**src/sv/drc_pkg.sv**
```systemverilog
// Shared types, command codes, register indexes and reset values of the drive command controller.
`default_nettype none

package drc_pkg;

   // configuration port
   localparam int CSR_IDX_W  = 3;
   localparam int CSR_DATA_W = 16;

   localparam logic [CSR_IDX_W-1:0] CSR_RAMP_INTERVAL  = 3'd0;
   localparam logic [CSR_IDX_W-1:0] CSR_START_SPEED    = 3'd1;
   localparam logic [CSR_IDX_W-1:0] CSR_SERVO_STEP     = 3'd2;
   localparam logic [CSR_IDX_W-1:0] CSR_SERVO_MIN      = 3'd3;
   localparam logic [CSR_IDX_W-1:0] CSR_SERVO_MAX      = 3'd4;
   localparam logic [CSR_IDX_W-1:0] CSR_SERVO_INTERVAL = 3'd5;
   localparam logic [CSR_IDX_W-1:0] CSR_HOLD_INTERVAL  = 3'd6;
   localparam logic [CSR_IDX_W-1:0] CSR_ATTACK_PHASE   = 3'd7;

   // register reset values
   localparam logic [15:0] RST_RAMP_INTERVAL  = 16'd5;
   localparam logic [7:0]  RST_START_SPEED    = 8'd128;
   localparam logic [7:0]  RST_SERVO_STEP     = 8'd10;
   localparam logic [7:0]  RST_SERVO_MIN      = 8'd60;
   localparam logic [7:0]  RST_SERVO_MAX      = 8'd180;
   localparam logic [15:0] RST_SERVO_INTERVAL = 16'd100;
   localparam logic [15:0] RST_HOLD_INTERVAL  = 16'd50;
   localparam logic [15:0] RST_ATTACK_PHASE   = 16'd1000;
   localparam logic [17:0] RST_ATTACK_PHASE2  = 18'd2000;
   localparam logic [17:0] RST_ATTACK_PHASE3  = 18'd3000;

   // command bytes
   localparam logic [7:0] CMD_FORWARD    = 8'h66; // f
   localparam logic [7:0] CMD_BACK       = 8'h62; // b
   localparam logic [7:0] CMD_RIGHT      = 8'h72; // r
   localparam logic [7:0] CMD_LEFT       = 8'h6C; // l
   localparam logic [7:0] CMD_SPIN_RIGHT = 8'h52; // R
   localparam logic [7:0] CMD_SPIN_LEFT  = 8'h4C; // L
   localparam logic [7:0] CMD_STOP       = 8'h73; // s
   localparam logic [7:0] CMD_STOP_TURN  = 8'h64; // d
   localparam logic [7:0] CMD_SERVO_UP   = 8'h2B; // +
   localparam logic [7:0] CMD_SERVO_DOWN = 8'h2D; // -
   localparam logic [7:0] CMD_HOLD       = 8'h78; // x
   localparam logic [7:0] CMD_ATTACK     = 8'h31; // 1

   // write targets and directions
   localparam logic [1:0] TGT_B1_A  = 2'd0;
   localparam logic [1:0] TGT_B1_B  = 2'd1;
   localparam logic [1:0] TGT_B2_A  = 2'd2;
   localparam logic [1:0] TGT_SERVO = 2'd3;

   localparam logic [1:0] DIR_NONE = 2'd0;
   localparam logic [1:0] DIR_ONE  = 2'd1;
   localparam logic [1:0] DIR_TWO  = 2'd2;

   // state constants
   localparam logic [7:0] SPEED_MAX    = 8'd255;
   localparam logic [7:0] ANGLE_RESET  = 8'd90;
   localparam logic [7:0] ANGLE_SWEEP1 = 8'd60;
   localparam logic [7:0] ANGLE_SWEEP2 = 8'd90;
   localparam logic [7:0] ANGLE_SWEEP3 = 8'd180;

   localparam int MAX_WR = 4;
   localparam int CNT_W  = $clog2(MAX_WR + 1);

   typedef struct packed {
      logic [15:0] ramp_interval;
      logic [7:0]  start_speed;
      logic [7:0]  servo_step;
      logic [7:0]  servo_min;
      logic [7:0]  servo_max;
      logic [15:0] servo_interval;
      logic [15:0] hold_interval;
      logic [15:0] attack_phase;
      logic [17:0] attack_phase2;
      logic [17:0] attack_phase3;
   } cfg_type;

   typedef struct packed {
      logic [1:0] target;
      logic [7:0] value;
      logic [1:0] direction;
   } wr_type;

   typedef struct packed {
      logic [CNT_W-1:0]      count;
      wr_type [MAX_WR-1:0]   entry;
   } wr_list_type;

   function automatic wr_type mk_wr(logic [1:0] tgt, logic [7:0] val, logic [1:0] dir);
      wr_type w;
      w.target    = tgt;
      w.value     = val;
      w.direction = dir;
      return w;
   endfunction

endpackage

`default_nettype wire

```
**src/sv/drc_csr.sv**
```systemverilog
// Configuration registers with precomputed attack sweep phase boundaries.
`default_nettype none

module drc_csr (
   input  wire                            clock,
   input  wire                            reset,
   input  wire                            csr_we,
   input  wire [drc_pkg::CSR_IDX_W-1:0]   csr_index,
   input  wire [drc_pkg::CSR_DATA_W-1:0]  csr_wdata,
   output drc_pkg::cfg_type               cfg
);

   drc_pkg::cfg_type cfg_ff;
   drc_pkg::cfg_type cfg_in;
   logic [17:0]      phase2;

   assign phase2 = {1'b0, csr_wdata, 1'b0};

   always_comb begin
      cfg_in = cfg_ff;
      if (csr_we) begin
         case (csr_index)
            drc_pkg::CSR_RAMP_INTERVAL:  cfg_in.ramp_interval  = csr_wdata;
            drc_pkg::CSR_START_SPEED:    cfg_in.start_speed    = csr_wdata[7:0];
            drc_pkg::CSR_SERVO_STEP:     cfg_in.servo_step     = csr_wdata[7:0];
            drc_pkg::CSR_SERVO_MIN:      cfg_in.servo_min      = csr_wdata[7:0];
            drc_pkg::CSR_SERVO_MAX:      cfg_in.servo_max      = csr_wdata[7:0];
            drc_pkg::CSR_SERVO_INTERVAL: cfg_in.servo_interval = csr_wdata;
            drc_pkg::CSR_HOLD_INTERVAL:  cfg_in.hold_interval  = csr_wdata;
            drc_pkg::CSR_ATTACK_PHASE: begin
               cfg_in.attack_phase  = csr_wdata;
               cfg_in.attack_phase2 = phase2;
               cfg_in.attack_phase3 = phase2 + {2'b00, csr_wdata};
            end
            default: cfg_in = cfg_ff;
         endcase
      end
   end

   always_ff @(posedge clock) begin
      if (reset) begin
         cfg_ff.ramp_interval  <= drc_pkg::RST_RAMP_INTERVAL;
         cfg_ff.start_speed    <= drc_pkg::RST_START_SPEED;
         cfg_ff.servo_step     <= drc_pkg::RST_SERVO_STEP;
         cfg_ff.servo_min      <= drc_pkg::RST_SERVO_MIN;
         cfg_ff.servo_max      <= drc_pkg::RST_SERVO_MAX;
         cfg_ff.servo_interval <= drc_pkg::RST_SERVO_INTERVAL;
         cfg_ff.hold_interval  <= drc_pkg::RST_HOLD_INTERVAL;
         cfg_ff.attack_phase   <= drc_pkg::RST_ATTACK_PHASE;
         cfg_ff.attack_phase2  <= drc_pkg::RST_ATTACK_PHASE2;
         cfg_ff.attack_phase3  <= drc_pkg::RST_ATTACK_PHASE3;
      end else begin
         cfg_ff <= cfg_in;
      end
   end

   assign cfg = cfg_ff;

endmodule

`default_nettype wire

```
**src/sv/drc_core.sv**
```systemverilog
// Input register, command decode, speed/servo state and write list generation.
`default_nettype none

module drc_core (
   input  wire                  clock,
   input  wire                  reset,
   input  drc_pkg::cfg_type     cfg,
   input  wire                  req_valid,
   output logic                 req_ready,
   input  wire [7:0]            req_command,
   input  wire [31:0]           req_now_ms,
   input  wire                  list_space,
   output logic                 list_load,
   output drc_pkg::wr_list_type list
);

   logic        in_valid_ff, in_valid_in;
   logic [7:0]  cmd_ff;
   logic [31:0] now_ff;

   logic [7:0]  fwd_ff, fwd_in, right_ff, right_in, left_ff, left_in;
   logic [7:0]  angle_ff, angle_in;
   logic [31:0] last_ms_ff, last_ms_in;

   logic [7:0]  upd_fwd, upd_right, upd_left, upd_angle;
   logic [31:0] upd_last_ms;

   logic [31:0] elapsed;
   logic [7:0]  cur_spd, seed_spd, bump_spd;
   logic        ramp_ok;
   logic signed [9:0] step_a, lo_a, hi_a;
   logic [7:0]  clamp_angle;
   logic        move, take_req;

   always_comb begin
      elapsed  = now_ff - last_ms_ff;
      ramp_ok  = elapsed >= {16'h0000, cfg.ramp_interval};

      case (cmd_ff)
         drc_pkg::CMD_RIGHT: cur_spd = right_ff;
         drc_pkg::CMD_LEFT:  cur_spd = left_ff;
         default:            cur_spd = fwd_ff;
      endcase
      seed_spd = (cur_spd == 8'd0) ? cfg.start_speed : cur_spd;
      bump_spd = seed_spd;
      if (ramp_ok && seed_spd != drc_pkg::SPEED_MAX) begin
         bump_spd = seed_spd + 8'd1;
      end

      // servo step, clamped low first then high
      if (cmd_ff == drc_pkg::CMD_SERVO_UP) begin
         step_a = $signed({2'b00, angle_ff}) + $signed({2'b00, cfg.servo_step});
      end else begin
         step_a = $signed({2'b00, angle_ff}) - $signed({2'b00, cfg.servo_step});
      end
      lo_a = $signed({2'b00, cfg.servo_min});
      hi_a = $signed({2'b00, cfg.servo_max});
      if (step_a < lo_a) begin
         clamp_angle = cfg.servo_min;
      end else if (step_a > hi_a) begin
         clamp_angle = cfg.servo_max;
      end else begin
         clamp_angle = step_a[7:0];
      end
   end

   always_comb begin
      upd_fwd     = fwd_ff;
      upd_right   = right_ff;
      upd_left    = left_ff;
      upd_angle   = angle_ff;
      upd_last_ms = last_ms_ff;
      list        = '0;

      case (cmd_ff)
         drc_pkg::CMD_FORWARD, drc_pkg::CMD_BACK,
         drc_pkg::CMD_SPIN_RIGHT, drc_pkg::CMD_SPIN_LEFT,
         drc_pkg::CMD_RIGHT, drc_pkg::CMD_LEFT: begin
            if (cmd_ff == drc_pkg::CMD_RIGHT) begin
               upd_right = bump_spd;
            end else if (cmd_ff == drc_pkg::CMD_LEFT) begin
               upd_left = bump_spd;
            end else begin
               upd_fwd = bump_spd;
            end
            if (ramp_ok) begin
               upd_last_ms = now_ff;
               case (cmd_ff)
                  drc_pkg::CMD_FORWARD: begin
                     list.entry[0] = drc_pkg::mk_wr(drc_pkg::TGT_B1_A, bump_spd, drc_pkg::DIR_ONE);
                     list.entry[1] = drc_pkg::mk_wr(drc_pkg::TGT_B2_A, bump_spd, drc_pkg::DIR_ONE);
                     list.count    = drc_pkg::CNT_W'(2);
                  end
                  drc_pkg::CMD_BACK: begin
                     list.entry[0] = drc_pkg::mk_wr(drc_pkg::TGT_B1_A, bump_spd, drc_pkg::DIR_TWO);
                     list.entry[1] = drc_pkg::mk_wr(drc_pkg::TGT_B2_A, bump_spd, drc_pkg::DIR_TWO);
                     list.count    = drc_pkg::CNT_W'(2);
                  end
                  drc_pkg::CMD_RIGHT: begin
                     list.entry[0] = drc_pkg::mk_wr(drc_pkg::TGT_B1_A, bump_spd, drc_pkg::DIR_ONE);
                     list.entry[1] = drc_pkg::mk_wr(drc_pkg::TGT_B1_B, bump_spd, drc_pkg::DIR_ONE);
                     list.count    = drc_pkg::CNT_W'(2);
                  end
                  drc_pkg::CMD_LEFT: begin
                     list.entry[0] = drc_pkg::mk_wr(drc_pkg::TGT_B1_B, bump_spd, drc_pkg::DIR_TWO);
                     list.entry[1] = drc_pkg::mk_wr(drc_pkg::TGT_B2_A, bump_spd, drc_pkg::DIR_ONE);
                     list.count    = drc_pkg::CNT_W'(2);
                  end
                  drc_pkg::CMD_SPIN_RIGHT: begin
                     list.entry[0] = drc_pkg::mk_wr(drc_pkg::TGT_B1_A, bump_spd, drc_pkg::DIR_ONE);
                     list.entry[1] = drc_pkg::mk_wr(drc_pkg::TGT_B1_B, bump_spd, drc_pkg::DIR_ONE);
                     list.entry[2] = drc_pkg::mk_wr(drc_pkg::TGT_B2_A, bump_spd, drc_pkg::DIR_TWO);
                     list.count    = drc_pkg::CNT_W'(3);
                  end
                  default: begin // spin left
                     list.entry[0] = drc_pkg::mk_wr(drc_pkg::TGT_B1_A, bump_spd, drc_pkg::DIR_TWO);
                     list.entry[1] = drc_pkg::mk_wr(drc_pkg::TGT_B1_B, bump_spd, drc_pkg::DIR_TWO);
                     list.entry[2] = drc_pkg::mk_wr(drc_pkg::TGT_B2_A, bump_spd, drc_pkg::DIR_ONE);
                     list.count    = drc_pkg::CNT_W'(3);
                  end
               endcase
            end
         end
         drc_pkg::CMD_STOP: begin
            upd_fwd       = 8'd0;
            list.entry[0] = drc_pkg::mk_wr(drc_pkg::TGT_B1_A, 8'd0, drc_pkg::DIR_ONE);
            list.entry[1] = drc_pkg::mk_wr(drc_pkg::TGT_B2_A, 8'd0, drc_pkg::DIR_ONE);
            list.count    = drc_pkg::CNT_W'(2);
         end
         drc_pkg::CMD_STOP_TURN: begin
            upd_right     = 8'd0;
            upd_left      = 8'd0;
            list.entry[0] = drc_pkg::mk_wr(drc_pkg::TGT_B1_A, 8'd0, drc_pkg::DIR_ONE);
            list.entry[1] = drc_pkg::mk_wr(drc_pkg::TGT_B2_A, 8'd0, drc_pkg::DIR_ONE);
            list.entry[2] = drc_pkg::mk_wr(drc_pkg::TGT_B1_B, 8'd0, drc_pkg::DIR_ONE);
            list.entry[3] = drc_pkg::mk_wr(drc_pkg::TGT_B1_B, 8'd0, drc_pkg::DIR_TWO);
            list.count    = drc_pkg::CNT_W'(4);
         end
         drc_pkg::CMD_SERVO_UP, drc_pkg::CMD_SERVO_DOWN: begin
            if (elapsed >= {16'h0000, cfg.servo_interval}) begin
               upd_last_ms   = now_ff;
               upd_angle     = clamp_angle;
               list.entry[0] = drc_pkg::mk_wr(drc_pkg::TGT_SERVO, clamp_angle, drc_pkg::DIR_NONE);
               list.count    = drc_pkg::CNT_W'(1);
            end
         end
         drc_pkg::CMD_HOLD: begin
            if (elapsed >= {16'h0000, cfg.hold_interval}) begin
               upd_last_ms   = now_ff;
               list.entry[0] = drc_pkg::mk_wr(drc_pkg::TGT_SERVO, angle_ff, drc_pkg::DIR_NONE);
               list.count    = drc_pkg::CNT_W'(1);
            end
         end
         drc_pkg::CMD_ATTACK: begin
            // phases are disjoint; zero phase length lands in the last one
            if (elapsed >= {14'h0000, cfg.attack_phase3}) begin
               upd_last_ms   = now_ff;
               upd_angle     = drc_pkg::ANGLE_SWEEP3;
               list.entry[0] = drc_pkg::mk_wr(drc_pkg::TGT_SERVO, drc_pkg::ANGLE_SWEEP3,
                                              drc_pkg::DIR_NONE);
               list.count    = drc_pkg::CNT_W'(1);
            end else if (elapsed >= {14'h0000, cfg.attack_phase2}) begin
               upd_angle     = drc_pkg::ANGLE_SWEEP2;
               list.entry[0] = drc_pkg::mk_wr(drc_pkg::TGT_SERVO, drc_pkg::ANGLE_SWEEP2,
                                              drc_pkg::DIR_NONE);
               list.count    = drc_pkg::CNT_W'(1);
            end else if (elapsed >= {16'h0000, cfg.attack_phase}) begin
               upd_angle     = drc_pkg::ANGLE_SWEEP1;
               list.entry[0] = drc_pkg::mk_wr(drc_pkg::TGT_SERVO, drc_pkg::ANGLE_SWEEP1,
                                              drc_pkg::DIR_NONE);
               list.count    = drc_pkg::CNT_W'(1);
            end
         end
         default: list = '0;
      endcase
   end

   // a command with no writes retires without waiting for the output buffer
   assign move      = in_valid_ff && (list_space || list.count == '0);
   assign list_load = move && (list.count != '0);
   assign req_ready = !in_valid_ff || move;
   assign take_req  = req_valid && req_ready;

   always_comb begin
      in_valid_in = take_req || (in_valid_ff && !move);
      fwd_in      = move ? upd_fwd     : fwd_ff;
      right_in    = move ? upd_right   : right_ff;
      left_in     = move ? upd_left    : left_ff;
      angle_in    = move ? upd_angle   : angle_ff;
      last_ms_in  = move ? upd_last_ms : last_ms_ff;
   end

   always_ff @(posedge clock) begin
      if (reset) begin
         in_valid_ff <= 1'b0;
         fwd_ff      <= 8'd0;
         right_ff    <= 8'd0;
         left_ff     <= 8'd0;
         angle_ff    <= drc_pkg::ANGLE_RESET;
         last_ms_ff  <= 32'd0;
      end else begin
         in_valid_ff <= in_valid_in;
         fwd_ff      <= fwd_in;
         right_ff    <= right_in;
         left_ff     <= left_in;
         angle_ff    <= angle_in;
         last_ms_ff  <= last_ms_in;
      end
   end

   always_ff @(posedge clock) begin
      if (take_req) begin
         cmd_ff <= req_command;
         now_ff <= req_now_ms;
      end
   end

endmodule

`default_nettype wire

```
**src/sv/drc_out_seq.sv**
```systemverilog
// Output buffer that shifts out one command's writes, one beat per cycle while rsp_ready is high.
`default_nettype none

module drc_out_seq (
   input  wire                  clock,
   input  wire                  reset,
   input  wire                  list_load,
   input  drc_pkg::wr_list_type list,
   output logic                 list_space,
   output logic                 rsp_valid,
   input  wire                  rsp_ready,
   output logic [1:0]           rsp_target,
   output logic [7:0]           rsp_value,
   output logic [1:0]           rsp_direction,
   output logic                 rsp_last
);

   logic [drc_pkg::CNT_W-1:0]           remain_ff, remain_in;
   drc_pkg::wr_type [drc_pkg::MAX_WR-1:0] entry_ff, entry_in;
   logic                                 take;

   assign rsp_valid  = remain_ff != '0;
   assign take       = rsp_valid && rsp_ready;
   assign rsp_last   = remain_ff == drc_pkg::CNT_W'(1);
   assign list_space = !rsp_valid || (take && rsp_last);

   assign rsp_target    = entry_ff[0].target;
   assign rsp_value     = entry_ff[0].value;
   assign rsp_direction = entry_ff[0].direction;

   always_comb begin
      remain_in = remain_ff;
      entry_in  = entry_ff;
      if (list_load) begin
         remain_in = list.count;
         entry_in  = list.entry;
      end else if (take) begin
         remain_in = remain_ff - drc_pkg::CNT_W'(1);
         for (int i = 0; i < drc_pkg::MAX_WR - 1; i++) begin
            entry_in[i] = entry_ff[i+1];
         end
      end
   end

   always_ff @(posedge clock) begin
      if (reset) begin
         remain_ff <= '0;
      end else begin
         remain_ff <= remain_in;
      end
   end

   always_ff @(posedge clock) begin
      entry_ff <= entry_in;
   end

endmodule

`default_nettype wire

```
**src/sv/drive_command_ramp_controller_top.sv**
```systemverilog
// Top level of the drive command ramp controller.
`default_nettype none

// Takes one command byte with its millisecond time stamp per req beat and
// answers with zero to four rsp beats (motor or servo writes), the final one
// flagged by rsp_last. A command enters an input register, is decoded
// combinationally against the speed/servo state, and its writes are loaded
// into an output buffer that shifts out one beat per cycle while rsp_ready is
// high. A command with no writes retires without waiting for the buffer; any
// other moves on only when the buffer is empty or its last beat is taken, so
// the single rsp port sets the sustained rate. Configuration registers are
// written through the csr port; the user is to do so only at idle time, which
// the block does not enforce, and a write takes effect for the next command.

module drive_command_ramp_controller_top (
   input  wire                            clock,
   input  wire                            reset,
   input  wire                            csr_we,
   input  wire [drc_pkg::CSR_IDX_W-1:0]   csr_index,
   input  wire [drc_pkg::CSR_DATA_W-1:0]  csr_wdata,
   input  wire                            req_valid,
   output logic                           req_ready,
   input  wire [7:0]                      req_command,
   input  wire [31:0]                     req_now_ms,
   output logic                           rsp_valid,
   input  wire                            rsp_ready,
   output logic [1:0]                     rsp_target,
   output logic [7:0]                     rsp_value,
   output logic [1:0]                     rsp_direction,
   output logic                           rsp_last
);

   drc_pkg::cfg_type     cfg;
   drc_pkg::wr_list_type list;
   logic                 list_load;
   logic                 list_space;

   // config registers, attack phase multiples computed at write time
   drc_csr u_csr (
      .clock     (clock),
      .reset     (reset),
      .csr_we    (csr_we),
      .csr_index (csr_index),
      .csr_wdata (csr_wdata),
      .cfg       (cfg)
   );

   // input register, decode and state update
   drc_core u_core (
      .clock       (clock),
      .reset       (reset),
      .cfg         (cfg),
      .req_valid   (req_valid),
      .req_ready   (req_ready),
      .req_command (req_command),
      .req_now_ms  (req_now_ms),
      .list_space  (list_space),
      .list_load   (list_load),
      .list        (list)
   );

   // write buffer; frees up on the last beat so the next list loads with no gap
   drc_out_seq u_out (
      .clock         (clock),
      .reset         (reset),
      .list_load     (list_load),
      .list          (list),
      .list_space    (list_space),
      .rsp_valid     (rsp_valid),
      .rsp_ready     (rsp_ready),
      .rsp_target    (rsp_target),
      .rsp_value     (rsp_value),
      .rsp_direction (rsp_direction),
      .rsp_last      (rsp_last)
   );

endmodule

`default_nettype wire

```
**config.mk**
```make
export PLATFORM = sky130hd
export DESIGN_NAME = drive_command_ramp_controller_top
export DESIGN_NICKNAME = d
export VERILOG_FILES = /design/src/sv/drc_pkg.sv /design/src/sv/drc_csr.sv /design/src/sv/drc_core.sv /design/src/sv/drc_out_seq.sv /design/src/sv/drive_command_ramp_controller_top.sv
export SDC_FILE = /design/constraint.sdc
export NUM_CORES = 1
export LEC_CHECK = 0
export BUFFER_PORTS_ARGS = -buffer_cell sky130_fd_sc_hd__buf_2
export CORE_UTILIZATION = 60
export DETAILED_ROUTE_END_ITERATION = 6
export PLACE_DENSITY = 0.78
export SLEW_MARGIN = 20
export SYNTH_ARGS = -nofsm -noshare
export SYNTH_HDL_FRONTEND = slang
export SYNTH_HIERARCHICAL = 1
export SYNTH_SLANG_ARGS = --single-unit
export TNS_END_PERCENT = 100
```
**constraint.sdc**
```tcl
create_clock -name clock -period 8.1 [get_ports clock]
set_input_delay 0.405 -clock clock [delete_from_list [all_inputs] [get_ports clock]]
set_output_delay 0.405 -clock clock [all_outputs]
set_load 0.05 [all_outputs]
```
# Word level (Yosys, flattened, before mapping)
# Index checks and enable logic that the tools add are counted.
# totals
regBits	270
latch_bits	0
ram_bits	0
rom_bits	0
output_inout_bits	15
wordCells	164
n_memories	0
# classes
n_addsub	6
n_mul	0
n_div	0
magnitude_cmp	8
n_eq_ne	30
shift	0
muxes	48
n_bitwise	0
n_reduce_logical	42
# ops
cell	count
greater-or-equal comparator 32 x 16 -> 1 bit	4
two-way mux 32 bit	4
one-hot mux 32 bit (4 select lines)	1
two-way mux 36 bit	3
two-way mux 8 bit	13
one-hot mux 24 bit (4 select lines)	1
one-hot mux 8 bit (2 select lines)	5
equality test 8 x 7 -> 1 bit, second input constant	9
one-hot mux 12 bit (2 select lines)	3
two-way mux 12 bit	5
one-hot mux 12 bit (5 select lines)	1
greater-or-equal comparator 32 x 17 -> 1 bit	1
greater-or-equal comparator 32 x 18 -> 1 bit	1
subtractor 32 bit	1
equality test 8 x 6 -> 1 bit, second input constant	3
adder 17 x 16 -> 18 bit	1
one-hot mux 3 bit (6 select lines)	1
AND reduction 2 bit	8
two-way mux 3 bit	5
equality test 3 bit, second input constant	4
inequality test 2 x 1 -> 1 bit, second input constant	6
AND reduction 4 bit	3
two-way mux 11 bit	1
> comparator 10 x 9 -> 1 bit	1
25 further kinds	49

# Logic depth before layout (Yosys ltp)
# Gate-level depths: netlist of run 1.
# logic_depth
word_depth	12
depth_mapped	23
ltp_nobuf	22

# Modules after synthesis
# The synthesis of run 1 kept the hierarchy.
# by_module_without_submodules
mod	n_inst	cells_each	area_per_inst_um2	seq_area_each_um2
drc_core	1	1394	11364.6	2502.4
drc_csr	1	619	4937.2	2262.2
drc_out_seq	1	128	2215.9	1501.4

# Least setup slack after synthesis of run 1
# No wires, ideal clock.
# synth_path
kind	register -> register
start	register u_core.now_ff[0]
end	register u_out/entry_ff[12] in the netlist's numbering, enable pin
setup_ps	376
t_arrival_ps	5486
t_required_ps	7724
path_slack_ps	2238
stages_incl_launch_ff	21
n_path_buf	3
synth_period_minus_slack_ps	5862
path_cell_list	edfxtp_1 > inv_1 > ha_1 > inv_1 > fa_1 > a211oi_1 > o21ai_1 > a21oi_2 > o21ai_0 > xor2_1 > ha_1 > nand4_1 > or4_1 > o21ba_2 > a31o_4 > buf_6 > o2111a_4 > a31oi_1 > buf_2 > buf_2 > a21o_2
# synth_between
elab_chain_cells	11
elab_cells_between_ends	20
# synth_lines
item	line	rtl
start: declaration	drc_core.sv:19	logic [31:0] now_ff;
start signal: assignment	drc_core.sv:214	now_ff <= req_now_ms;
subtractor 32 bit (*)	drc_core.sv:36	elapsed = now_ff - last_ms_ff;
greater-or-equal comparator 32 x 16 -> 1 bit	drc_core.sv:167	end else if (elapsed >= {16'h0000, cfg.attack_phase}) begin
two-way mux 1 bit	drc_core.sv:167	
two-way mux 3 bit	drc_core.sv:162	end else if (elapsed >= {14'h0000, cfg.attack_phase2}) begin
two-way mux 3 bit	drc_core.sv:156	if (elapsed >= {14'h0000, cfg.attack_phase3}) begin
one-hot mux 3 bit (6 select lines) (*)	drc_core.sv:75	case (cmd_ff)
logical NOT 3 bit	drc_core.sv:179	assign move = in_valid_ff && (list_space || list.count == '0);
logical OR 1 bit	drc_core.sv:179	
logical AND 1 bit	drc_core.sv:179	
logical AND 1 bit (*)	drc_core.sv:180	assign list_load = move && (list.count != '0);
via list_load	drive_command_ramp_controller_top.sv:35	logic list_load;
nonzero test 2 bit (no line) (*)	-	
end signal: assignment	drc_out_seq.sv:54	entry_ff <= entry_in;
end: declaration	drc_out_seq.sv:19	drc_pkg::wr_type [drc_pkg::MAX_WR-1:0] entry_ff, entry_in;
# The timed path passes the listed nets; every way through them passes the cells marked *.
# A chain may end at the register's enable or synchronous reset.

==> metrics, run 1 <==
Avg Inst Size Synth 8.65 sq um; synth unique cells 104; Post-DP Area about 19,000 sq um; fmax 162 MHz; register area share after synthesis 33.8%; CP arrival 6.50 ns; Worst Path Required 8.42 ns; synthesized area approximately 19,000 sq um; CTS tree done; power consumption 3.76 mW; total number of vias 15,428; Port Buffers 78; CP cell instances inv_1 > ha_1 > inv_1 > fa_1 > a211oi_1 > o21ai_1 > a21oi_2 > o21ai_0 > xor2_1 > ha_1 > nand4_1 > or4_1 > o21ba_2 > a31o_4 > o2111a_4 > a31oi_4 > buf_4 > mux2_2; WL final ~46,000 um; post-route setup TNS 0 ns; vias in the first global route roughly 15,000; Post-CTS Resized 0; number of remaining DRC errors 0; Leak around 8 nW; Initial Util 61.7%; maximum clock path buffer count 3; Final Cell Area ~20,000 sq um; max cap viols 0; Initial DRC Count 1,224; clock-pin slew on the worst setup and hold paths 0.06 ns; std cell rows between 60 and 70; Final min period 6.18 ns; global placement routability congestion 0.929; Die Area 31,600 sq um; fill count 2,447; Ant. Diodes 0; post-route core utilization around two thirds; share of cells above drive strength 1 10.4%; top_reg_cell synth dfxtp_1; Vias/cell 6.02; core area 30,000 sq um; final hold violation count 0; Seq cells post-synth between 200 and 300; Mapped Cells between 2,000 and 2,500; Yosys warnings 6; Hold Path Class input pin to flip-flop; reg2reg setup slack approximately 1.9 ns; gr usage total between 20% and 30%; first-pass GRT wire length 73,800 um; slowest CP cell a31oi_4; WL/cell 18.0 um; GRT Residual Overflow 0; final worst path period share 76.3%; Root Driver clkbuf_16; CTS H-tree lvls 1; outcome complete, no violations; CP Class flip-flop to flip-flop; initial antenna violation count 0; first-pass iteration count of the detailed router 6; Die W 178 um; Max FO, Critical Path 36; largest net degree at the start of global routing 95; ANT nets after route 0; CP Launch Type flip-flop; Tightest Pin Transition around 1.1 ns; final setup vio count 0; hold slack 0.0138 ns; PD cells ~190 nW/um^2; Clock Skews 0.0366 ns; Die Span Y ~180 um; HPWL Detailed 34,000 um; CTS sink cnt 269; CP max stage delay 0.62 ns; Async SR Flop Fraction 0%; Final Net Count 2,400; unrepaired setup endpoints after global routing no; worst skew pair latency 0.57 ns; Layout area overhead 7.00%; final slew viol count 0; Worst slew margin between 20% and 30%; I/O pins approximately 80; crit path capture type flip-flop; Worst IR Drop VDD 0.000154 V; number of synthesized flops with an enable pin 88; CTS buffer count 28
==> metrics by stage <==
| step | setup slack, ns | cells |
|---|---|---|
| after floorplan | 2.24 | 2151 |
| after global placement | 2.14 | 2499 |
| after detailed placement | 1.97 | 2499 |
| after CTS | 1.97 | 2560 |
| after global routing | 1.52 | 2561 |
| final | 1.92 | 2561 |
==> flip-flops by register name (all words and copies together), names as in the netlist <==
signal / count
u_csr/cfg: 113
u_out/entry_ff: 36
u_core/last_ms_ff: 32
u_core/now_ff: 32
u_core/angle_ff: 8
u_core/cmd_ff: 8
u_core/fwd_ff: 8
u_core/left_ff: 8
u_core/right_ff: 8
u_out/rsp_value: 8
u_out/remain_ff: 3
u_out/rsp_direction: 2
u_out/rsp_target: 2
u_core/in_valid_ff: 1
==> routing by layer <==
metal | GRT usage [%] | up-vias | routed length [um]
met4 | 9.83 | 0 | 1470
met2 | 48.3 | 502 | 21600
met1 | 39.1 | 7297 | 20600
met5 | 0 | - | 0
li1 | - | 7529 | -
met3 | 3.06 | 100 | 2360
==> final cells by class <==
class | count | area (sq um) | share of cell area, %
multi-input cells | 1569 | 10900 | 54.8
flip-flops and latches | 269 | 6270 | 31.6
clock buffers | 43 | 807 | 4.07
inverters | 186 | 698 | 3.52
repair buffers | 95 | 541 | 2.73
well taps | 390 | 488 | 2.46
clock inverters | 9 | 148 | 0.745
==> cell families after synthesis <==
| family | count (synthesis) | share of synthesized area (%) |
|---|---|---|
| and+or+nand+nor | 694 | 18.5 |
| AOI/OAI and AO/OA | 532 | 19.2 |
| buffers and inverters | 313 | 7.83 |
| DFF | 269 | 33.8 |
| adders and majority gates | 187 | 12.8 |
| muxes | 107 | 6.08 |
| xor gates and xnor gates | 37 | 1.75 |
| other | 2 | 0.0406 |
==> what timing repair did <==
| item | CTS | global route |
|---|---|---|
| buffers inserted | 0 | 0 |
| hold buffers | 9 | 0 |
| hold endpoints to repair | 9 | 0 |
==> placed cells by master (no fill, tap or decap), drive strengths merged, types with 26 or more instances in the layout <==
master,n
nand2,277
inv,185
ha,183
dfxtp,181
a21oi,180
nor2,111
nand2b,108
o21ai,103
edfxtp,88
buf,85
mux2i,63
a21o,53
nand3,48
mux2,44
clkbuf,44
nor2b,37
nor3,29
o211ai,27
a211oi,26
==> worst max-delay path, delay by kind of cell, from the launching register on <==
| family | cells | cell delay [ns] |
|---|---|---|
| fa+ha+maj | 3 | 0.82 |
| flops | 1 | 0.40 |
| compound gates | 8 | 2.43 |
| simple gates | 2 | 0.73 |
| buf+inv | 3 | 0.62 |
| xor+xnor | 1 | 0.53 |
| mux | 1 | 0.40 |
==> synthesized netlist by cell type (6+ instances only) <==
cell type | count | area [sq um]
a211o_1 | 8 | 70.1
a211oi_1 | 23 | 173
a21boi_0 | 7 | 52.6
a21o_1 | 51 | 383
a21oi_1 | 174 | 871
a21oi_2 | 6 | 52.6
a31oi_1 | 12 | 75.1
and2_1 | 6 | 37.5
and3_1 | 7 | 43.8
buf_2 | 24 | 120
buf_4 | 43 | 323
clkbuf_1 | 48 | 180
dfxtp_1 | 181 | 3620
edfxtp_1 | 88 | 2640
ha_1 | 183 | 2290
inv_1 | 185 | 694
mux2_2 | 41 | 462
mux2i_1 | 63 | 631
nand2_1 | 276 | 1040
nand2b_1 | 107 | 669
nand3_1 | 48 | 240
nand4_1 | 23 | 144
nor2_1 | 111 | 417
nor2b_1 | 36 | 225
nor3_1 | 24 | 120
o2111ai_1 | 13 | 114
o211ai_1 | 26 | 195
o21a_1 | 16 | 120
o21ai_0 | 91 | 455
o21ai_1 | 10 | 50.1
o21bai_1 | 9 | 67.6
or3_1 | 9 | 56.3
or4_1 | 6 | 45.0
xnor2_1 | 24 | 210
xor2_1 | 13 | 114
==> power breakdown <==
part | internal [mW] | switching [mW] | total, mW
Clock | 0.783 | 0.540 | 1.32
Sequential | 1.50 | 0.0419 | 1.54
Combinational | 0.323 | 0.572 | 0.895
==> path summary, 6_finish.rpt <==
kind / startpoint / endpoint / depth (start not counted)
setup / recovery: u_core/now_ff[0]$_DFFE_PP_ / u_out/entry_ff[30]$_DFFE_PP_ / 18
setup reg to reg: u_core/now_ff[0]$_DFFE_PP_ / u_out/entry_ff[30]$_DFFE_PP_ / 18
hold reg to reg: u_csr/cfg[122]$_SDFFE_PP0P_ / u_csr/cfg[122]$_SDFFE_PP0P_ / 2
hold / removal: req_now_ms[24] / u_core/now_ff[24]$_DFFE_PP_ / 1
(Power assumes the default switching activity.)
==> run 2: changes to the inputs <==
ABC_AREA = 1   (was unset)
clock period = 6.3 ns   (was 8.1 ns; I/O delays follow)
==> metrics, run 2 <==
gr usage total 31.3%; most instantiated library cell after synthesis nand2_1; crit path buf inv count 6; Yosys warnings 6; maximum clock path buffer count 3; CTS tree done; Die W 181 um; fill count 2,800; Worst slew margin between 30% and 40%; area occupied by multi-input gates 10,400 sq um; outcome complete, no violations; Seq cells post-synth 269; vias in the first global route 16,787; Root Driver clkbuf_16; unrepaired setup endpoints after global routing no; Worst setup startpoint u_core/now_ff[0]$_DFFE_PP_; final worst path period share 88.8%; top cells by area, synth dfxtp_1 (19%), nand2_1 (16%), edfxtp_1 (14%); number of synthesized flops with an enable pin 88; synthesized area roughly 19,000 sq um; crit path capture type flip-flop; CP Class flip-flop to flip-flop; Clock Skews 0.0115 ns; Initial Util 60.9%; Seq. cell area 6270 sq um; Initial DRC Count around 1,600; first-pass GRT wire length about 83,000 um; WL final about 51,000 um; Synth top area share 18.9%; worst skew pair latency just under 0.6 ns; Placement Setup Slack ~0.81 ns; critical path's top delay family simple AND/OR/NAND/NOR gates; first-pass iteration count of the detailed router 6; Ant. Diodes 0; Die Span Y between 150 and 200 um; CTS sink cnt 269; CP max stage delay 0.64 ns; CP arrival 6.06 ns; Final Net Count around 3,200; max cap viols 0; HPWL Detailed 37,200 um; initial antenna violation count 0; total number of vias around 18,000; number of remaining DRC errors 0; I/O pins 79; area leader, netlist dfxtp_1; synth unique cells 57; placed cells 3,247; core area 31,600 sq um; ANT nets after route 0; final slew viol count 0; slowest CP cell xor2_1; most frequent cells after synthesis nand2_1 (817), inv_1 (475), nor2_1 (365); final setup vio count 0; WL/cell roughly 15 um; final worst slack 0.708 ns; hold path start req_valid; post-route setup TNS 0 ns; Most common cell on crit path nand2_1; Async SR Flop Fraction 0%; global placement routability congestion 0.950; Vias/cell between 5 and 6; register area share after synthesis 32.6%; CTS buffer count 30; Worst Path Required roughly 6.8 ns; Port Buffers 78; Leak 11.1 nW; final hold violation count 0; fmax 179 MHz; PD cells 227 nW/um^2; Mapped Cells 2,841; most frequent cells in the layout nand2_1 (817), inv_1 (472), nor2_1 (365), ha_1 (183), dfxtp_1 (181); hold slack around 0.03 ns; share of cells above drive strength 1 7.85%; Layout area overhead 9.24%; top_reg_cell synth dfxtp_1; largest net degree at the start of global routing 67; GRT Residual Overflow 0; Hold Path Class input pin to flip-flop; Tightest Pin Transition 0.979 ns; Post-CTS Resized 0; clock-pin slew on the worst setup and hold paths 0.06 ns; Finished Layout Cells approximately 3,300; Max FO, Critical Path 53; Avg Inst Size Synth 6.76 sq um; std cell rows 65; Die Area 32,800 sq um; CP Launch Type flip-flop; max FFs per register about 110; Worst IR Drop VDD between 0.0002 and 0.00025 V; most common cell after layout, fill and taps aside nand2_1; Final min period 5.59 ns; Worst R2R Start u_core/now_ff[0]$_DFFE_PP_; CTS H-tree lvls 1
run 2: cell count changes in the layout (fill, tap and decap cells not counted), sizes merged, moves of 18 or more:
cell,before,now
nor2b,37,2
o21ai,103,126
nand2,277,838
mux2,44,0
a211oi,26,8
a21o,53,1
dlygate4sd3,9,40
nor2,111,385
mux2i,63,2
inv,185,494
nand2b,108,0
nand3,48,125
xnor2,24,2
a21oi,180,142
run 2: cells by family (layout without fill, tap and decap cells):
group	Yosys count	after routing	synth area share (%)
adder cells (fa/ha/maj)	187	187	12.3
multiplexers	2	2	0.104
buffers and inverters	604	694	13.3
flip-flops	269	269	32.6
AO/OA/AOI/OAI	320	320	9.17
XOR/XNOR	28	28	1.28
other	2	12	0.0391
AND/OR/NAND/NOR	1429	1429	31.2
run 2: cell type report:
class                           count  area share [%]
Clock buffer                       37            3.80
Clock inverter                     19           0.751
Inverter                          501            8.99
Multi-Input combinational cell   1978            49.8
Sequential cell                   269            29.8
Tap cell                          402            2.40
Timing Repair Buffer              137            4.45
run 2: final timing paths:
kind,cells past startpoint,slack (ns),to
max reg2reg,33,0.71,u_out/remain_ff[1]$_SDFFE_PP0P_
min,3,0.03,u_core/in_valid_ff$_SDFF_PP0_
max,33,0.71,u_out/remain_ff[1]$_SDFFE_PP0P_
min reg2reg,2,0.46,u_csr/cfg[74]$_SDFFE_PP1P_
run 2: report_power, final:
group          switching (mW)  total (mW)  internal (mW)
registers              0.0425        1.95           1.91
logic                   0.746        1.11          0.364
clock network           0.733        1.71          0.978
total                    1.52        4.78           3.25
run 2: worst min-delay path, cell delays in order:
cell,delay [ns]
buf_2,0.11
inv_1,0.05
a21oi_1,0.07
run 2: repair_timing:
| action | CTS | global route |
|---|---|---|
| hold buffers | 40 | 0 |
| endpoints found under the hold margin | 40 | 0 |
| setup buffers | 0 | 0 |
| setup endpoints to repair | 0 | 0 |
run 2: metal layers:
metal	vias up	GRT usage, %	routed length [um]
met4	0	10.5	1700
met1	8067	40.5	22500
li1	9013	-	-
met2	564	53.9	23700
met3	113	3.83	2980
met5	-	0	0
run 2: metrics by stage:
stage / cell area (sq um) / utilization (%) / total power, mW
2_1_floorplan: 19300 / - / 2.79
3_5_place_dp: 19600 / 62.2 / 3.06
3_3_place_gp: 19600 / 62.2 / 3.03
4_1_cts: 21000 / 66.5 / 4.79
5_1_grt: 21000 / 66.5 / 5.02
6_report: 21000 / 66.5 / 4.78
